### src/design/ibs_pkg.sv
`timescale 1ns / 1ps

package ibs_pkg;

  localparam int PIXEL_BITS      = 8;
  localparam int DEF_MAX_WIDTH   = 1024;
  localparam int DEF_QUEUE_DEPTH = 4;

  localparam int WIDTH_REG_W  = 11;
  localparam int HEIGHT_REG_W = 13;
  localparam int CFG_DATA_W   = 13;
  localparam int ROW_W        = 13;
  localparam int OUT_ROW_W    = HEIGHT_REG_W - 1;

  localparam logic [WIDTH_REG_W-1:0]  WIDTH_RESET  = 11'd1024;
  localparam logic [HEIGHT_REG_W-1:0] HEIGHT_RESET = 13'd1;

  localparam logic ACT_DRAIN = 1'b1;

  localparam int SUM_W     = PIXEL_BITS + 4;
  localparam int DIV_SHIFT = SUM_W + 4;
  localparam int RECIP_W   = DIV_SHIFT + 1;

  localparam logic [RECIP_W-1:0] RECIP_ONE   = RECIP_W'(1) << DIV_SHIFT;
  localparam logic [RECIP_W-1:0] RECIP_THREE = RECIP_W'(((1 << DIV_SHIFT) + 2) / 3);
  localparam logic [RECIP_W-1:0] RECIP_NINE  = RECIP_W'(((1 << DIV_SHIFT) + 8) / 9);

  typedef enum logic [0:0] {
    REG_IMAGE_WIDTH  = 1'b0,
    REG_IMAGE_HEIGHT = 1'b1
  } cfg_reg_t;

  typedef struct packed {
    logic                  action;
    logic [PIXEL_BITS-1:0] pixel;
  } item_t;

  typedef struct packed {
    logic [PIXEL_BITS-1:0] smoothed;
    logic                  frame_end;
  } result_t;

  typedef struct packed {
    logic emit;
    logic last;
    logic has_top;
    logic has_bot;
    logic has_left;
    logic has_right;
  } ibs_ctl_t;

endpackage

### src/design/ibs_front.sv
`timescale 1ns / 1ps

module ibs_front import ibs_pkg::*; #(
  parameter int MAX_WIDTH = DEF_MAX_WIDTH,
  localparam int COL_W = $clog2(MAX_WIDTH)
) (
  input  logic                  clk,
  input  logic                  rst,
  input  logic                  cfg_valid,
  output logic                  cfg_ready,
  input  cfg_reg_t              cfg_index,
  input  logic [CFG_DATA_W-1:0] cfg_data,
  input  logic                  item_valid,
  output logic                  item_ready,
  input  item_t                 item,
  output logic                  push_valid,
  input  logic                  push_ready,
  output logic [COL_W-1:0]      push_col,
  output ibs_ctl_t              push_ctl,
  output logic [PIXEL_BITS-1:0] push_pix
);

  localparam int EW_W  = $clog2(MAX_WIDTH + 1);
  localparam int CMP_W = (EW_W > WIDTH_REG_W) ? EW_W : WIDTH_REG_W;

  logic [WIDTH_REG_W-1:0]  width_reg;
  logic [HEIGHT_REG_W-1:0] height_reg;
  logic [COL_W-1:0]        in_column;
  logic [ROW_W-1:0]        in_row;
  logic [COL_W-1:0]        out_column;
  logic [OUT_ROW_W-1:0]    out_row;

  logic [CMP_W-1:0]        wreg_x;
  logic [EW_W-1:0]         eff_w;
  logic [HEIGHT_REG_W-1:0] eff_h;
  logic [EW_W-1:0]         icol_inc;
  logic [EW_W-1:0]         ocol_inc;
  logic [ROW_W-1:0]        orow_inc;
  logic                    col_wrap;
  logic                    emit;
  logic                    has_bot;
  logic                    has_right;
  logic                    last;
  logic                    accept;

  assign cfg_ready  = 1'b1;
  assign item_ready = push_ready;
  assign push_valid = item_valid;
  assign accept     = item_valid && push_ready;

  assign wreg_x = CMP_W'(width_reg);
  assign eff_w  = (width_reg == '0) ? EW_W'(1) :
                  (wreg_x > CMP_W'(MAX_WIDTH)) ? EW_W'(MAX_WIDTH) : EW_W'(wreg_x);
  assign eff_h  = (height_reg == '0) ? HEIGHT_REG_W'(1) : height_reg;

  assign icol_inc = EW_W'(in_column) + EW_W'(1);
  assign ocol_inc = EW_W'(out_column) + EW_W'(1);
  assign orow_inc = ROW_W'(out_row) + ROW_W'(1);

  assign col_wrap  = icol_inc >= eff_w;
  assign emit      = (in_row > ROW_W'(1)) || ((in_row == ROW_W'(1)) && (in_column != '0));
  assign has_bot   = orow_inc < eff_h;
  assign has_right = ocol_inc < eff_w;
  assign last      = !has_bot && !has_right;

  always_comb begin
    push_col           = in_column;
    push_pix           = (item.action == ACT_DRAIN) ? '0 : item.pixel;
    push_ctl.emit      = emit;
    push_ctl.last      = emit && last;
    push_ctl.has_top   = out_row != '0;
    push_ctl.has_bot   = has_bot;
    push_ctl.has_left  = out_column != '0;
    push_ctl.has_right = has_right;
  end

  always_ff @(posedge clk) begin
    if (rst) begin
      width_reg  <= WIDTH_RESET;
      height_reg <= HEIGHT_RESET;
      in_column  <= '0;
      in_row     <= '0;
      out_column <= '0;
      out_row    <= '0;
    end else begin
      if (cfg_valid) begin
        unique case (cfg_index)
          REG_IMAGE_WIDTH:  width_reg  <= cfg_data[WIDTH_REG_W-1:0];
          REG_IMAGE_HEIGHT: height_reg <= cfg_data[HEIGHT_REG_W-1:0];
        endcase
      end
      if (accept) begin
        if (emit && last) begin
          in_column  <= '0;
          in_row     <= '0;
          out_column <= '0;
          out_row    <= '0;
        end else begin
          if (col_wrap) begin
            in_column <= '0;
            in_row    <= in_row + ROW_W'(1);
          end else begin
            in_column <= icol_inc[COL_W-1:0];
          end
          if (emit) begin
            if (!has_right) begin
              out_column <= '0;
              out_row    <= orow_inc[OUT_ROW_W-1:0];
            end else begin
              out_column <= ocol_inc[COL_W-1:0];
            end
          end
        end
      end
    end
  end

endmodule

### config.mk
export PLATFORM = sky130hd
export DESIGN_NAME = ibs_front
export DESIGN_NICKNAME = d
export VERILOG_FILES = /design/src/design/ibs_pkg.sv /design/src/design/ibs_front.sv
export SDC_FILE = /design/constraint.sdc
export NUM_CORES = 1
export LEC_CHECK = 0
export ABC_AREA = 1
export CORE_MARGIN = 3
export CORE_UTILIZATION = 30
export DETAILED_ROUTE_END_ITERATION = 10
export DONT_BUFFER_PORTS = 1
export HOLD_SLACK_MARGIN = 0.12
export PLACE_DENSITY = 0.54
export SLEW_MARGIN = 0
export SYNTH_ARGS = -nofsm -noshare
export SYNTH_HDL_FRONTEND = slang
export SYNTH_SLANG_ARGS = --single-unit
### constraint.sdc
create_clock -name clk -period 2.82 [get_ports clk]
set_clock_uncertainty 0.15 [all_clocks]
set_input_delay 0.141 -clock clk [delete_from_list [all_inputs] [get_ports clk]]
set_output_delay 0.141 -clock clk [all_outputs]
set_load 0.01 [all_outputs]
-- Word-level counts from Yosys, hierarchy flattened
Index checks and enable logic that the tools add are counted.
- add/subtract/negate cells: 4
- magnitude comparators: 5
- equality and inequality tests: 2
- mux-type cells: 14
- bitwise logic cells: 1
- reductions and logical operators: 19
- operators by type and width (operator ; count):
    $mux W10 ; 5
    $mux W13 ; 3
    $mux W12 ; 3
    $add A10 B1 Y11 const B ; 2
    $mux W11 ; 2
    $reduce_bool A10 Y1 ; 2
    $add A12 B1 Y13 const B ; 1
    $add A13 B1 Y13 const B ; 1
    $eq A13 B1 Y1 const B ; 1
    $gt A13 B1 Y1 const B ; 1
    $logic_not A13 Y1 ; 1
    $lt A13 B13 Y1 ; 1
    $reduce_bool A12 Y1 ; 1
    $ge A11 B11 Y1 ; 1
    $gt A11 B11 Y1 const B ; 1
    $logic_not A11 Y1 ; 1
    $lt A11 B11 Y1 ; 1
    $mux W8 ; 1
    $reduce_and A2 Y1 ; 4
    $logic_and A1 B1 Y1 ; 4
    $reduce_bool A2 Y1 ; 2
    $reduce_and A3 Y1 ; 1
    $logic_not A1 Y1 ; 2
    $ne A2 B2 Y1 const B ; 1
    other kinds (2) ; 2
- register bits: 69
- input port bits: 28
- output and inout port bits: 27
- logic and storage cells: 51

-- Depth between registers and ports, before layout
- depth after elaboration: 9
- gate-level depth with buffers: 19
- gate-level depth less buffers: 19

-- Worst setup path before layout
OpenSTA, ideal clock, no wires.
- kind: register to register
- start point: register in_column[0], in the netlist push_col[0]
- end point: register in_column[0], in the netlist push_col[0]
- setup time: 70 ps
- data arrival time: 2569 ps
- required time: 2600 ps
- path slack: 31 ps
- cell stages (with the launch flop): 16
- path buffers: 1
- clock period less this slack: 2789 ps
- cell sequence: dfxtp_1 > ha_1 > nand3_1 > nor3_1 > nand2_1 > xor2_1 > inv_1 > ha_1 > nand2_1 > nor2_1 > nand3_1 > o2111ai_1 > nor2_1 > clkbuf_1 > nand4_1 > a21oi_1
- cells in the longest elaborated chain, start to end: 5
- elaborated cells on any way between the ends: 8
- those cells by class: add/sub (1); order compare (1); mux (2); reduce/logical (4)
- ends and longest elaborated chain (item ; line ; text):
    start: declaration ; ibs_front.sv:28 ; logic [COL_W-1:0] in_column;
    start signal: assignment ; ibs_front.sv:103 ; in_column <= icol_inc[COL_W-1:0];
    branches (longest 4 deep; another with $add A10 B1 Y11) ; - ;
    $mux W10 (*) ; ibs_front.sv:93 ; if (emit && last) begin
Mark *: on every way between the ends.
A chain may end at the register's enable or synchronous reset.

==> results.ini <==
[setup_path]
critPathMaxFanout=3
r2r-end=out_row[4]
path_class=register to primary output
r2r_start=out_row[0]
required_ns=2.53
rrSetupSlack_ns=-0.09
rr_worst_depth=16
startpoint_type=register
cp-end-kind=primary output
crit_arrival_ns=2.66

[yosys]
synthDominantCellAreaShare_pct=29.5
syn-instance-count=677
avgSynthCellArea_um2=6.91
synthMuxAreaShare_pct=0
synthAdderAreaFrac_pct=11.0
synth_top_family_by_area=simple AND/OR/NAND/NOR gates
synth_async_sr_flop_share_pct=0
synth.most_common_cell=nand2_1
synth_top_cell_by_area=dfxtp_1
synth_xor_xnor_area_share_pct=5.24
synth_compound_area_share_pct=13.9
synth-seq-cells=69
synth.yosys.seq_area_share_pct=29.5
synth-simple-area-share_pct=29.2
synth_commonest_cells=128 x nand2_1, 92 x inv_1, 87 x nor2_1
ys.flop_type=dfxtp_1
netlist_top_cells_area=dfxtp_1 30%, ha_1 11%, nand2_1 10%, inv_1 7.4%, nor2_1 7.0%
synth_nets=746
yosysUniqueCellTypes=38
syn_area_mm2=0.00468
synth_edf_count=0
yosysWarnings=0

[clock_network]
cts_num_sinks=69
clock-root-buffer=clkbuf_16
cts-buffers-inserted=9
path_clk_slew_ns=0.06
cts_htree_levels=3
clock_latency_ns=0.34
clockBufferDepth=2
cts_tree=built

[global_routing]
grt_usage_pct=15.3
grt_pass1_vias=4428
antenna_found_initial=0
grt_max_degree=30
grt_pass1_wl_mm=20.7
grt_overflow=0

[run]
cap_violations=0

[status]
violations=setup timing
outcome=finished with violations

[routing]
via_count=4661
drt_pass1_iterations=5
vias_per_cell=4.67
wl_mm=13.2
drcViolationCount=0
wl_per_cell_um=13.2
drt_iter0_drc=216
ant_nets=0

[sta]
setup_ws_ns=-0.132
fmax_mhz=339
whs_ns=0.132
tightest_slew_ns=0.871
setup_tns_ns=-1.32
finalCritPeriodShare_pct=105
setup_viol=26
hold_viol=0
final_max_slew_viol_count=0
layout_min_cycle_time_ns=2.95
slew_headroom_pct=41.8
rsz0062_at_grt=true

[floorplan]
start_util_pct=30.7
fp.dieH_um=131
die_area_mm2=0.0171
ios=55
die_w_um=131
num_rows=45
core_mm2=0.0153

[layout]
area_growth_pct=38.7
drive_above_1_share_pct=26.0
nFillCells=1556
num-nets-final=852
fin_cells=999
n_antenna_cell=0
post-route-util_pct=42.5

[min_path]
min_from=push_ready
hold_depth=0
hold_end=item_ready
hold_path.class=primary input to primary output

[placed_design]
port_buffers=0
hpwlAfterDp_mm=9.02
place_inst=925
gp_congestion=0.809

[power_and_ir_drop]
total_power_mw=2.75
ir_drop_uv=293
p_leak_nw=3.04
power.density_mw_per_mm2=424

-- routing by layer --
metal | global-route usage [%] | vias to the layer above | wire [um]
met1 | 18.6 | 2130 | 6130
met4 | 6.05 | 0 | 289
met2 | 25.8 | 94 | 6370
li1 | - | 2416 | -
met3 | 3.82 | 21 | 409
met5 | 0 | - | 0
-- cells by family after synthesis --
kind of cell	after synthesis
simple gates	306
buf+inv	123
compound gates	109
flops	69
fa+ha+maj	41
xor+xnor	28
other cells	1
-- critical path, cell delays in order (launching register included) --
cell      delay [ns]
dfxtp_4         0.37
ha_2            0.19
nand3_2         0.11
nor2_4          0.16
nand3_2         0.13
o31ai_2         0.25
ha_1            0.30
a21oi_1         0.14
nand2_1         0.09
a21boi_2        0.13
nand2_2         0.08
nand3_4         0.10
buf_12          0.11
clkinv_4        0.04
buf_6           0.11
-- what timing repair did --
| action | in CTS | in global routing |
|---|---|---|
| gates cloned | 1 | 2 |
| endpoints found under the setup margin | 38 | 48 |
| buffers inserted | 20 | 8 |
| endpoints found under the hold margin | 59 | 0 |
| hold buffers | 29 | 0 |
| resized for setup | 29 | 80 |
| pin swaps | 19 | 30 |
-- cell type report --
class	instances	area, um^2	area share (%)
clock buffer	11	233	3.59
clock inverter	5	27.5	0.424
inverter	95	367	5.65
multi-input combinational	486	3120	48.1
sequential	69	1400	21.6
tap	211	264	4.07
timing repair buffer	122	1080	16.6
-- report_power, final --
part | switching (mW) | internal, mW
Combinational | 0.381 | 0.274
Clock | 0.450 | 0.590
Sequential | 0.0353 | 1.02
Total | 0.866 | 1.89
-- cells in the final DEF, fill, tap and decap left out, types with 12 or more instances in the layout --
cell type and count:
o21ai_0 31, inv_1 82, nor2_1 84, nand3_1 32, nand2_1 120, dfxtp_1 60
nand4_1 16, buf_4 78, buf_6 12, dlygate4sd3_1 29, ha_1 37, a21oi_1 49
xor2_1 20
-- worst max-delay path by stage --
| stage | slack (ns) | depth (start not counted) | start | end |
|---|---|---|---|---|
| global route | -0.31 | 18 | out_row[3] | push_ctl[4] |
| global placement | -0.25 | 19 | out_row[2] | in_row[10] |
| finish | -0.13 | 14 | out_row[0] | push_ctl[4] |
| CTS | -0.25 | 17 | out_row[0] | push_ctl[4] |
| floorplan | 0.03 | 15 | push_col[0] | push_col[0] |
| detailed placement | -0.23 | 19 | out_row[2] | in_row[10] |
-- per-stage QoR --
stage	setup slack (ns)	cell area [um^2]
floorplan	0.0309	4680
global placement	-0.253	5290
detailed placement	-0.227	5290
CTS	-0.249	6110
global route	-0.314	6490
finish	-0.132	6490
No activity file was read; power rests on OpenSTA's default activity.
