**src/design/ibs_pkg.sv**
```systemverilog
`timescale 1ns / 1ps

package ibs_pkg;

  localparam int PIXEL_BITS      = 8;
  localparam int DEF_MAX_WIDTH   = 1024;
  localparam int DEF_QUEUE_DEPTH = 4;

  localparam int WIDTH_REG_W  = 11;
  localparam int HEIGHT_REG_W = 13;
  localparam int CFG_DATA_W   = 13;
  localparam int ROW_W        = 13;
  localparam int OUT_ROW_W    = HEIGHT_REG_W - 1;

  localparam logic [WIDTH_REG_W-1:0]  WIDTH_RESET  = 11'd1024;
  localparam logic [HEIGHT_REG_W-1:0] HEIGHT_RESET = 13'd1;

  localparam logic ACT_DRAIN = 1'b1;

  localparam int SUM_W     = PIXEL_BITS + 4;
  localparam int DIV_SHIFT = SUM_W + 4;
  localparam int RECIP_W   = DIV_SHIFT + 1;

  localparam logic [RECIP_W-1:0] RECIP_ONE   = RECIP_W'(1) << DIV_SHIFT;
  localparam logic [RECIP_W-1:0] RECIP_THREE = RECIP_W'(((1 << DIV_SHIFT) + 2) / 3);
  localparam logic [RECIP_W-1:0] RECIP_NINE  = RECIP_W'(((1 << DIV_SHIFT) + 8) / 9);

  typedef enum logic [0:0] {
    REG_IMAGE_WIDTH  = 1'b0,
    REG_IMAGE_HEIGHT = 1'b1
  } cfg_reg_t;

  typedef struct packed {
    logic                  action;
    logic [PIXEL_BITS-1:0] pixel;
  } item_t;

  typedef struct packed {
    logic [PIXEL_BITS-1:0] smoothed;
    logic                  frame_end;
  } result_t;

  typedef struct packed {
    logic emit;
    logic last;
    logic has_top;
    logic has_bot;
    logic has_left;
    logic has_right;
  } ibs_ctl_t;

endpackage

```
**src/design/ibs_queue.sv**
```systemverilog
`timescale 1ns / 1ps

module ibs_queue import ibs_pkg::*; #(
  parameter int DEPTH  = DEF_QUEUE_DEPTH,
  parameter int DATA_W = 8
) (
  input  logic              clk,
  input  logic              rst,
  input  logic              push_valid,
  output logic              push_ready,
  input  logic [DATA_W-1:0] push_data,
  output logic              pop_valid,
  input  logic              pop_ready,
  output logic [DATA_W-1:0] pop_data
);

  localparam int PTR_W = $clog2(DEPTH);
  localparam int CNT_W = $clog2(DEPTH + 1);

  logic [DATA_W-1:0] slots [DEPTH];
  logic [PTR_W-1:0]  wr_ptr;
  logic [PTR_W-1:0]  rd_ptr;
  logic [CNT_W-1:0]  count;
  logic              push;
  logic              pop;

  assign push_ready = count != CNT_W'(DEPTH);
  assign pop_valid  = count != '0;
  assign pop_data   = slots[rd_ptr];
  assign push       = push_valid && push_ready;
  assign pop        = pop_valid && pop_ready;

  always_ff @(posedge clk) begin
    if (push) begin
      slots[wr_ptr] <= push_data;
    end
  end

  always_ff @(posedge clk) begin
    if (rst) begin
      wr_ptr <= '0;
      rd_ptr <= '0;
      count  <= '0;
    end else begin
      if (push) begin
        wr_ptr <= (wr_ptr == PTR_W'(DEPTH - 1)) ? '0 : wr_ptr + PTR_W'(1);
      end
      if (pop) begin
        rd_ptr <= (rd_ptr == PTR_W'(DEPTH - 1)) ? '0 : rd_ptr + PTR_W'(1);
      end
      case ({push, pop})
        2'b10:   count <= count + CNT_W'(1);
        2'b01:   count <= count - CNT_W'(1);
        default: count <= count;
      endcase
    end
  end

endmodule

```
**config.mk**
```make
export PLATFORM = sky130hd
export DESIGN_NAME = ibs_queue
export DESIGN_NICKNAME = d
export VERILOG_FILES = /design/src/design/ibs_pkg.sv /design/src/design/ibs_queue.sv
export SDC_FILE = /design/constraint.sdc
export NUM_CORES = 1
export LEC_CHECK = 0
export ABC_AREA = 0
export BUFFER_PORTS_ARGS = -buffer_cell sky130_fd_sc_hd__buf_4
export CAP_MARGIN = 20
export CORE_MARGIN = 1.5
export CORE_UTILIZATION = 55
export DETAILED_ROUTE_END_ITERATION = 8
export PLACE_DENSITY_LB_ADDON = 0.08
export SLEW_MARGIN = 20
export SYNTH_ARGS = -nofsm -noshare
export SYNTH_HDL_FRONTEND = slang
export SYNTH_SLANG_ARGS = --single-unit
export TNS_END_PERCENT = 5
```
**constraint.sdc**
```tcl
create_clock -name clk -period 3.7 [get_ports clk]
set_clock_uncertainty 0.2 [all_clocks]
set_input_delay 0.555 -clock clk [delete_from_list [all_inputs] [get_ports clk]]
set_output_delay 0.555 -clock clk [all_outputs]
set_load 0.02 [all_outputs]
```
# == Word level (Yosys, flattened, before mapping) ==
# Memory sizes are Yosys's and may differ from the RTL's. A register that Yosys moved wholly into a read port is not among the register bits.
# Cells that the tools add are included.
# op_classes
add_sub_neg,4
n_eq_ne,5
n_mux,7
n_reduce_logical,4
# op_table
cell,count
$mux W2,4
$eq A2 B2 Y1 const B,3
$pmux W3 S2,1
$add A2 B1 Y2 const B,2
$add A3 B1 Y3 const B,1
$ne A3 B3 Y1 const B,1
$reduce_bool A3 Y1,1
$sub A3 B1 Y3 const B,1
$eq A2 B1 Y1 const B,1
$logic_and A1 B1 Y1,2
$mux W1,2
$reduce_bool A2 Y1,1
# totals
register_bits,7
ramBits,32
in_bits,12
output_inout_bits,10
elab_cells,24
n_memories,1
# memory_table
name,words,width,read_ports,rd_clocked_by_memory_dff,wr,line,rtl
slots,4,8,1,1,1,ibs_queue.sv:20,logic [DATA_W-1:0] slots [DEPTH];

# == Depth between registers and ports, before layout ==
# Gate-level depths: netlist (run 1).
# depth
depth_word,4
depth_mapped,9
depth_no_buf,8

# == Worst setup path after synthesis (run 1) ==
# No wires, ideal clock.
# synth_timing
path_type,reg-to-reg
from,register count[2]
to,register count[2]
setup_ps,70
t_arrival_ps,2196
t_required_ps,3430
slack_ps,1234
path_stages_with_launch,10
path_buffers,1
synth_period_minus_slack_ps,2466
path_cell_list,dfxtp_1 > or3b_1 > buf_6 > nand2_2 > ha_1 > inv_1 > fa_1 > xor2_1 > or3_2 > a21oi_1
# synth_via
elab_chain_cells,4
elab_cells_between_ends,10
cone_classes,add/sub: 2; eq/ne: 3; mux: 1; reduce/logical: 4
# synth_rtl
item,line,rtl
start: declaration,ibs_queue.sv:23,logic [CNT_W-1:0] count;
start signal: assignment,ibs_queue.sv:52,2'b10: count <= count + CNT_W'(1);
start signal: assignment,ibs_queue.sv:53,2'b01: count <= count - CNT_W'(1);
start signal: assignment,ibs_queue.sv:54,default: count <= count;
$ne A3 B3 Y1 *,ibs_queue.sv:27,assign push_ready = count != CNT_W'(DEPTH);
named net push_ready,ibs_queue.sv:10,"output logic push_ready,"
$logic_and A1 B1 Y1 *,ibs_queue.sv:30,assign push = push_valid && push_ready;
$eq A2 B1 Y1 / $eq A2 B2 Y1 (equally long branches),ibs_queue.sv:51,"case ({push, pop})"
$pmux W3 S2 / $reduce_bool A2 Y1 (equally long branches),--,
# Mark *: on every way through the listed nets, which the timed path passes. The rest lies on a longest branch.
# A chain may end at the register's enable or synchronous reset.

# == Final worst setup path (run 1) ==
# layout_timing
from,register count[2]
to,register count[2]
# layout_via
elab_chain_cells,4
elab_cells_between_ends,10
cone_classes,add/sub: 2; eq/ne: 3; mux: 1; reduce/logical: 4
# layout_rtl
item,line
$ne A3 B3 Y1 / $reduce_bool A3 Y1 (equally long branches),"ibs_queue.sv:27, ibs_queue.sv:28"
"$logic_and A1 B1 Y1, on equally long branches","ibs_queue.sv:30, ibs_queue.sv:31"
$eq A2 B1 Y1 / $eq A2 B2 Y1 (equally long branches),ibs_queue.sv:51
$pmux W3 S2 / $reduce_bool A2 Y1 (equally long branches),--
# Parallel ways exist; a longest one is shown, timed or not.

==> results of run 1 <==
[flip-flops by register name, summed over array words and instances, names as in the netlist, named ones only]
name,count
rd_ptr,2
slots,32
count,3
wr_ptr,2
[routing by layer]
| layer | wire length (µm) | global-route usage, % | vias up |
|---|---|---|---|
| met1 | 990 | 17.8 | 403 |
| li1 | - | - | 404 |
| met4 | 40 | 7.97 | 0 |
| met2 | 1310 | 28.6 | 15 |
| met5 | 0 | 0 | - |
| met3 | 87 | 4.02 | 5 |
[cell usage after synthesis (2+ instances only)]
library cell,n
or3_2,2
dfxtp_1,9
a21oi_1,3
nand2b_1,2
edfxtp_1,32
mux4_2,8
mux2i_1,2
inv_1,6
nor2_1,4
ha_1,6
or3_1,2
xor2_1,2
buf_1,2
and3_1,2
and3_2,2
[through the flow]
stage | cell area (µm²) | util [%]
after global placement | 1820 | 64.9
after global routing | 1870 | 66.8
after detailed placement | 1820 | 64.9
after floorplan | 1650 | -
final | 1870 | 66.8
after CTS | 1870 | 66.8
[report_power, final]
part	switching, W	internal, W
clock network	0.000136	0.0000717
registers	0.0000512	0.000560
logic	0.000184	0.000179
total	0.000372	0.000811
[layout by cell type (no fill, tap or decap), types with 3 or more instances in the layout]
| cell | count |
|---|---|
| ha_1 | 6 |
| a21oi_1 | 3 |
| buf_4 | 21 |
| mux4_2 | 8 |
| inv_1 | 6 |
| nor2_1 | 4 |
| dfxtp_1 | 9 |
| clkbuf_4 | 5 |
| edfxtp_1 | 32 |
[worst max-delay path, delay by kind of cell, from the launching register on]
| kind | cells | cell delay [ps] |
|---|---|---|
| fa+ha+maj | 2 | 580 |
| flops | 1 | 400 |
| xor+xnor | 1 | 160 |
| simple gates | 3 | 1030 |
| compound gates | 1 | 140 |
| buf+inv | 1 | 60 |
[worst paths after layout]
kind | start | to | slack [ps] | cells past startpoint
min | push_data[6] | slots[1][6] | 210 | 1
max reg2reg | count[2] | count[2] | 1060 | 8
min reg2reg | rd_ptr[0] | register | 300 | 2
max | count[2] | count[2] | 1060 | 8
[cell families after synthesis]
family,Yosys count
AO/OA/AOI/OAI,7
AND/OR/NAND/NOR,17
flip-flops,41
multiplexers,10
adder cells (fa/ha/maj),7
XOR/XNOR,2
buffers and inverters,10
[final cells by class]
| cell class | count | area (µm²) | share of cell area, % |
|---|---|---|---|
| Sequential cell | 41 | 1140 | 60.9 |
| Multi-Input combinational cell | 43 | 459 | 24.5 |
| Timing Repair Buffer | 21 | 158 | 8.41 |
| Tap cell | 31 | 38.8 | 2.07 |
| Clock buffer | 5 | 37.5 | 2.00 |
| Inverter | 6 | 22.5 | 1.20 |
| Clock inverter | 3 | 17.5 | 0.935 |
==> impl_metrics.toml, run 1 <==
[layout]
drive_gt1_share_pct = 36.1
insertedDiodeCount = 0
fin_cells = 150
finalNetCount = 137
fill_cells = 206
syn_to_final_growth_pct = 13.8

[placement]
post-place-ws_ps = 1090
io_buffers = 21
place_hpwl_um = 1750
place_inst = 142
gp_congestion = 0.732

[floorplanning]
die_y_um = 57.7
io-pin-count = 22
die_area_um2 = 3330
chipWidth_um = 57.7
rows = 19
coreArea_um2 = 2810
initial_core_util_pct = 58.7

[clock_network]
cts_sinks = 41
clockBufferDepth = 2
cts-buffers-inserted = 5
insertion_delay_ps = 340
postCtsSetupRepairBufs = 0
clk_pin_slew_ps = 120
tritoncts = "yes"
ctsHtreeMaxLevel = 2
cts_root_buf = "clkbuf_4"
postCtsHoldBufs = 0
post_cts_resized = 0

[global_routing]
grt_max_degree = 14
first_global_vias = 825
overflow = 0
grt_pass1_wl_um = 3770
antenna_found_initial = 0
grt_use_total_pct = 16.1

[status]
violations = "DRC"
run_status = "complete, but fails checks"

[critical_path]
worstPathRequired_ps = 3780
startpoint_type = "register"
slowest_delay_ps = 470
cp_slowest_cell = "or3b_1"
arrival_ps = 2720
crit_fanout = 7
critPathCaptureType = "register"
path_class = "reg2reg"
crit_chain = "or3b_1, nand2_2, ha_1, inv_1, fa_1, xor2_1, or3_2, a21oi_1"

[synthesis]
avgSynthCellArea_um2 = 17.5
yosys.area_share.adder_pct = 5.78
yosysSeqAreaShare_pct = 69.3
synth_edf_count = 32
synth-compound-area-share_pct = 2.74
yosysTopAreaCell = "edfxtp_1"
synth_flop_cell = "edfxtp_1"
ys_types = 25
synth_top_family_by_area = "multiplexers"
synthXorXnorAreaFrac_pct = 1.06
muxShareOfSynthArea_pct = 12.2
synth_area_leaders = "edfxtp_1, dfxtp_1, mux4_2, ha_1, inv_1"
synth_nets = 113
async_reset_ff_share_pct = 0
synth_area_um2 = 1650
syn_inst = 94
yosysTopAreaCellShare_pct = 58.4
yosysWarnings = 0
ys_ff_latch = 41
synth_simple_gate_area_share_pct = 6.16

[drt]
via_per_inst = 5.51
wl_um = 2430
drt_pass1_iterations = 6
drc = 4
routedWlPerCell_um = 16.2
drt-initial-drc-count = 15
antenna_left = 0
vias = 827

[timing]
finalMaxSlewViolations = 0
tns_ps = 0
rsz0062_at_grt = "no"
clock.fmax_mhz = 378
fin_crit_ps = 2640
finalSetupViolCount = 0
relSlewSlack_pct = 60.5
period_share_pct = 71.4
hold-worst-slack_ps = 214
hold_violations = 0
tightest_slew_ps = 587
worst_slack_ps = 1060

[power]
finalPower_w = 0.00118
p_leak_nw = 0.697
p_per_area_nw_per_um2 = 631
ir_drop_v = 0.000410

[run]
maxCapViolCount = 0

[min_path]
hp-class = "in2reg"
(Power assumes the default switching activity.)
==> run 2: changes to the inputs <==
==> constraint.sdc (replaced) <==
create_clock -name clk -period 2.7 [get_ports clk]
set_clock_uncertainty 0.2 [all_clocks]
set_input_delay 0.405 -clock clk [delete_from_list [all_inputs] [get_ports clk]]
set_output_delay 0.405 -clock clk [all_outputs]
set_load 0.02 [all_outputs]
==> run 2 against run 1 <==
Effect of this change:
- the flow still finishes with violations (DRC)
- maximum frequency rose by 1.3%
- count of clock-buffer cells in the layout grew 1
- via count rose by 1.9%
- sequential power grew 37%
- global-route usage up 0.10 points
- flip-flop and latch count is the same
- combinational power is 37% higher
- core utilization unchanged
- setup slack got worse by 970 ps
- critical path type unchanged
==> impl_metrics.toml, run 2 (synthesized netlist as in run 1, its figures left out) <==
[drt]
vias = 843
routedWlPerCell_um = 16.1
drt-initial-drc-count = 31
wl_um = 2410
drc = 4
drt_pass1_iterations = 6
via_per_inst = 5.62
antenna_left = 0

[timing]
worst_slack_ps = 89.8
tns_ps = 0
tightest_slew_ps = 540
hold_violations = 0
period_share_pct = 96.7
finalMaxSlewViolations = 0
relSlewSlack_pct = 63.7
rsz0062_at_grt = "no"
finalSetupViolCount = 0
clock.fmax_mhz = 383
fin_crit_ps = 2610

[clock_network]
cts_sinks = 41
ctsHtreeMaxLevel = 2
clockBufferDepth = 2
cts-buffers-inserted = 5
tritoncts = "yes"
clk_pin_slew_ps = 110
post_cts_resized = 0
postCtsHoldBufs = 0
cts_root_buf = "clkbuf_4"
insertion_delay_ps = 340
postCtsSetupRepairBufs = 0

[critical_path]
path_buf_inv = 1
slowest_delay_ps = 450
path_class = "reg2reg"
crit_fanout = 7
arrival_ps = 2670
critPathCaptureType = "register"
crit_chain = "or3b_4, nand2_2, ha_1, inv_1, fa_1, xor2_1, or3_2, a21oi_1"
worstPathRequired_ps = 2760
critPathTopFamily = "simple AND/OR/NAND/NOR gates"
cp_slowest_cell = "or3b_4"
startpoint_type = "register"

[layout]
insertedDiodeCount = 0
regMostFlops = "slots"
final_cell_mix = "edfxtp_1, buf_4, mux4_2, dfxtp_1"
final_common_cell = "edfxtp_1"
reg_top3 = "slots: 32 flops, count: 3 flops"
largest_register_ffs = 32
finalNetCount = 137
syn_to_final_growth_pct = 13.8
fin_cells = 150
drive_gt1_share_pct = 37.0
fin_util_pct = 66.8
fill_cells = 213

[floorplanning]
initial_core_util_pct = 58.7
chipWidth_um = 57.7
die_y_um = 57.7
io-pin-count = 22
die_area_um2 = 3330
rows = 19
coreArea_um2 = 2810

[global_routing]
overflow = 0
grt_use_total_pct = 16.2
antenna_found_initial = 0
grt_pass1_wl_um = 3750
grt_max_degree = 13
first_global_vias = 822

[placement]
post-place-ws_ps = 64.0
place_inst = 142
gp_congestion = 0.732
io_buffers = 21
place_hpwl_um = 1690

[power]
p_per_area_nw_per_um2 = 864
ir_drop_v = 0.000480
p_leak_nw = 0.701
finalPower_w = 0.00162

[status]
run_status = "complete, but fails checks"
violations = "DRC"

[min_path]
hp-class = "in2reg"

[run]
maxCapViolCount = 0
[run 2: cell count changes in the layout (fill, tap and decap cells not counted)]
cell	before	now
or3b_4	0	1
dfxtp_1	9	8
dfxtp_2	0	1
clkbuf_1	0	1
clkinvlp_4	1	0
or3b_1	1	0
[run 2: final cells by class]
cell class                 instances  area (µm²)  share of cell area (%)
clock buffer                       6        41.3                    2.20
clock inverter                     2        10.0                   0.534
inverter                           6        22.5                    1.20
multi-input combinational         43         462                    24.6
sequential                        41        1140                    60.9
tap                               31        38.8                    2.07
timing repair buffer              21         158                    8.41
[run 2: stage by stage]
stage	area, µm²	hold WS (ps)
after floorplan	1650	263
after global placement	1820	279
after detailed placement	1820	291
after CTS	1870	39.9
after global routing	1870	35.9
final	1870	56.0
[run 2: report_power, final]
part / internal (W) / switching (W) / total, W
clock network: 0.0000992 / 0.000181 / 0.000280
logic: 0.000248 / 0.000252 / 0.000500
registers: 0.000769 / 0.0000709 / 0.000840
total: 0.00112 / 0.000503 / 0.00162
[run 2: layer usage]
layer	vias to the layer above	global-route usage, %	share of wire [%]
met1	419	17.2	41
met5	-	0	0
met2	16	28.1	53
li1	402	-	-
met4	0	6.98	2.1
met3	6	6.70	3.9
[run 2: final timing paths]
kind	start	to	slack (ps)	cells past startpoint
max	count[1]	count[2]	90	8
min	push_data[5]	slots[2][5]	60	1
max reg2reg	count[1]	count[2]	90	8
min reg2reg	rd_ptr[0]	register	310	2
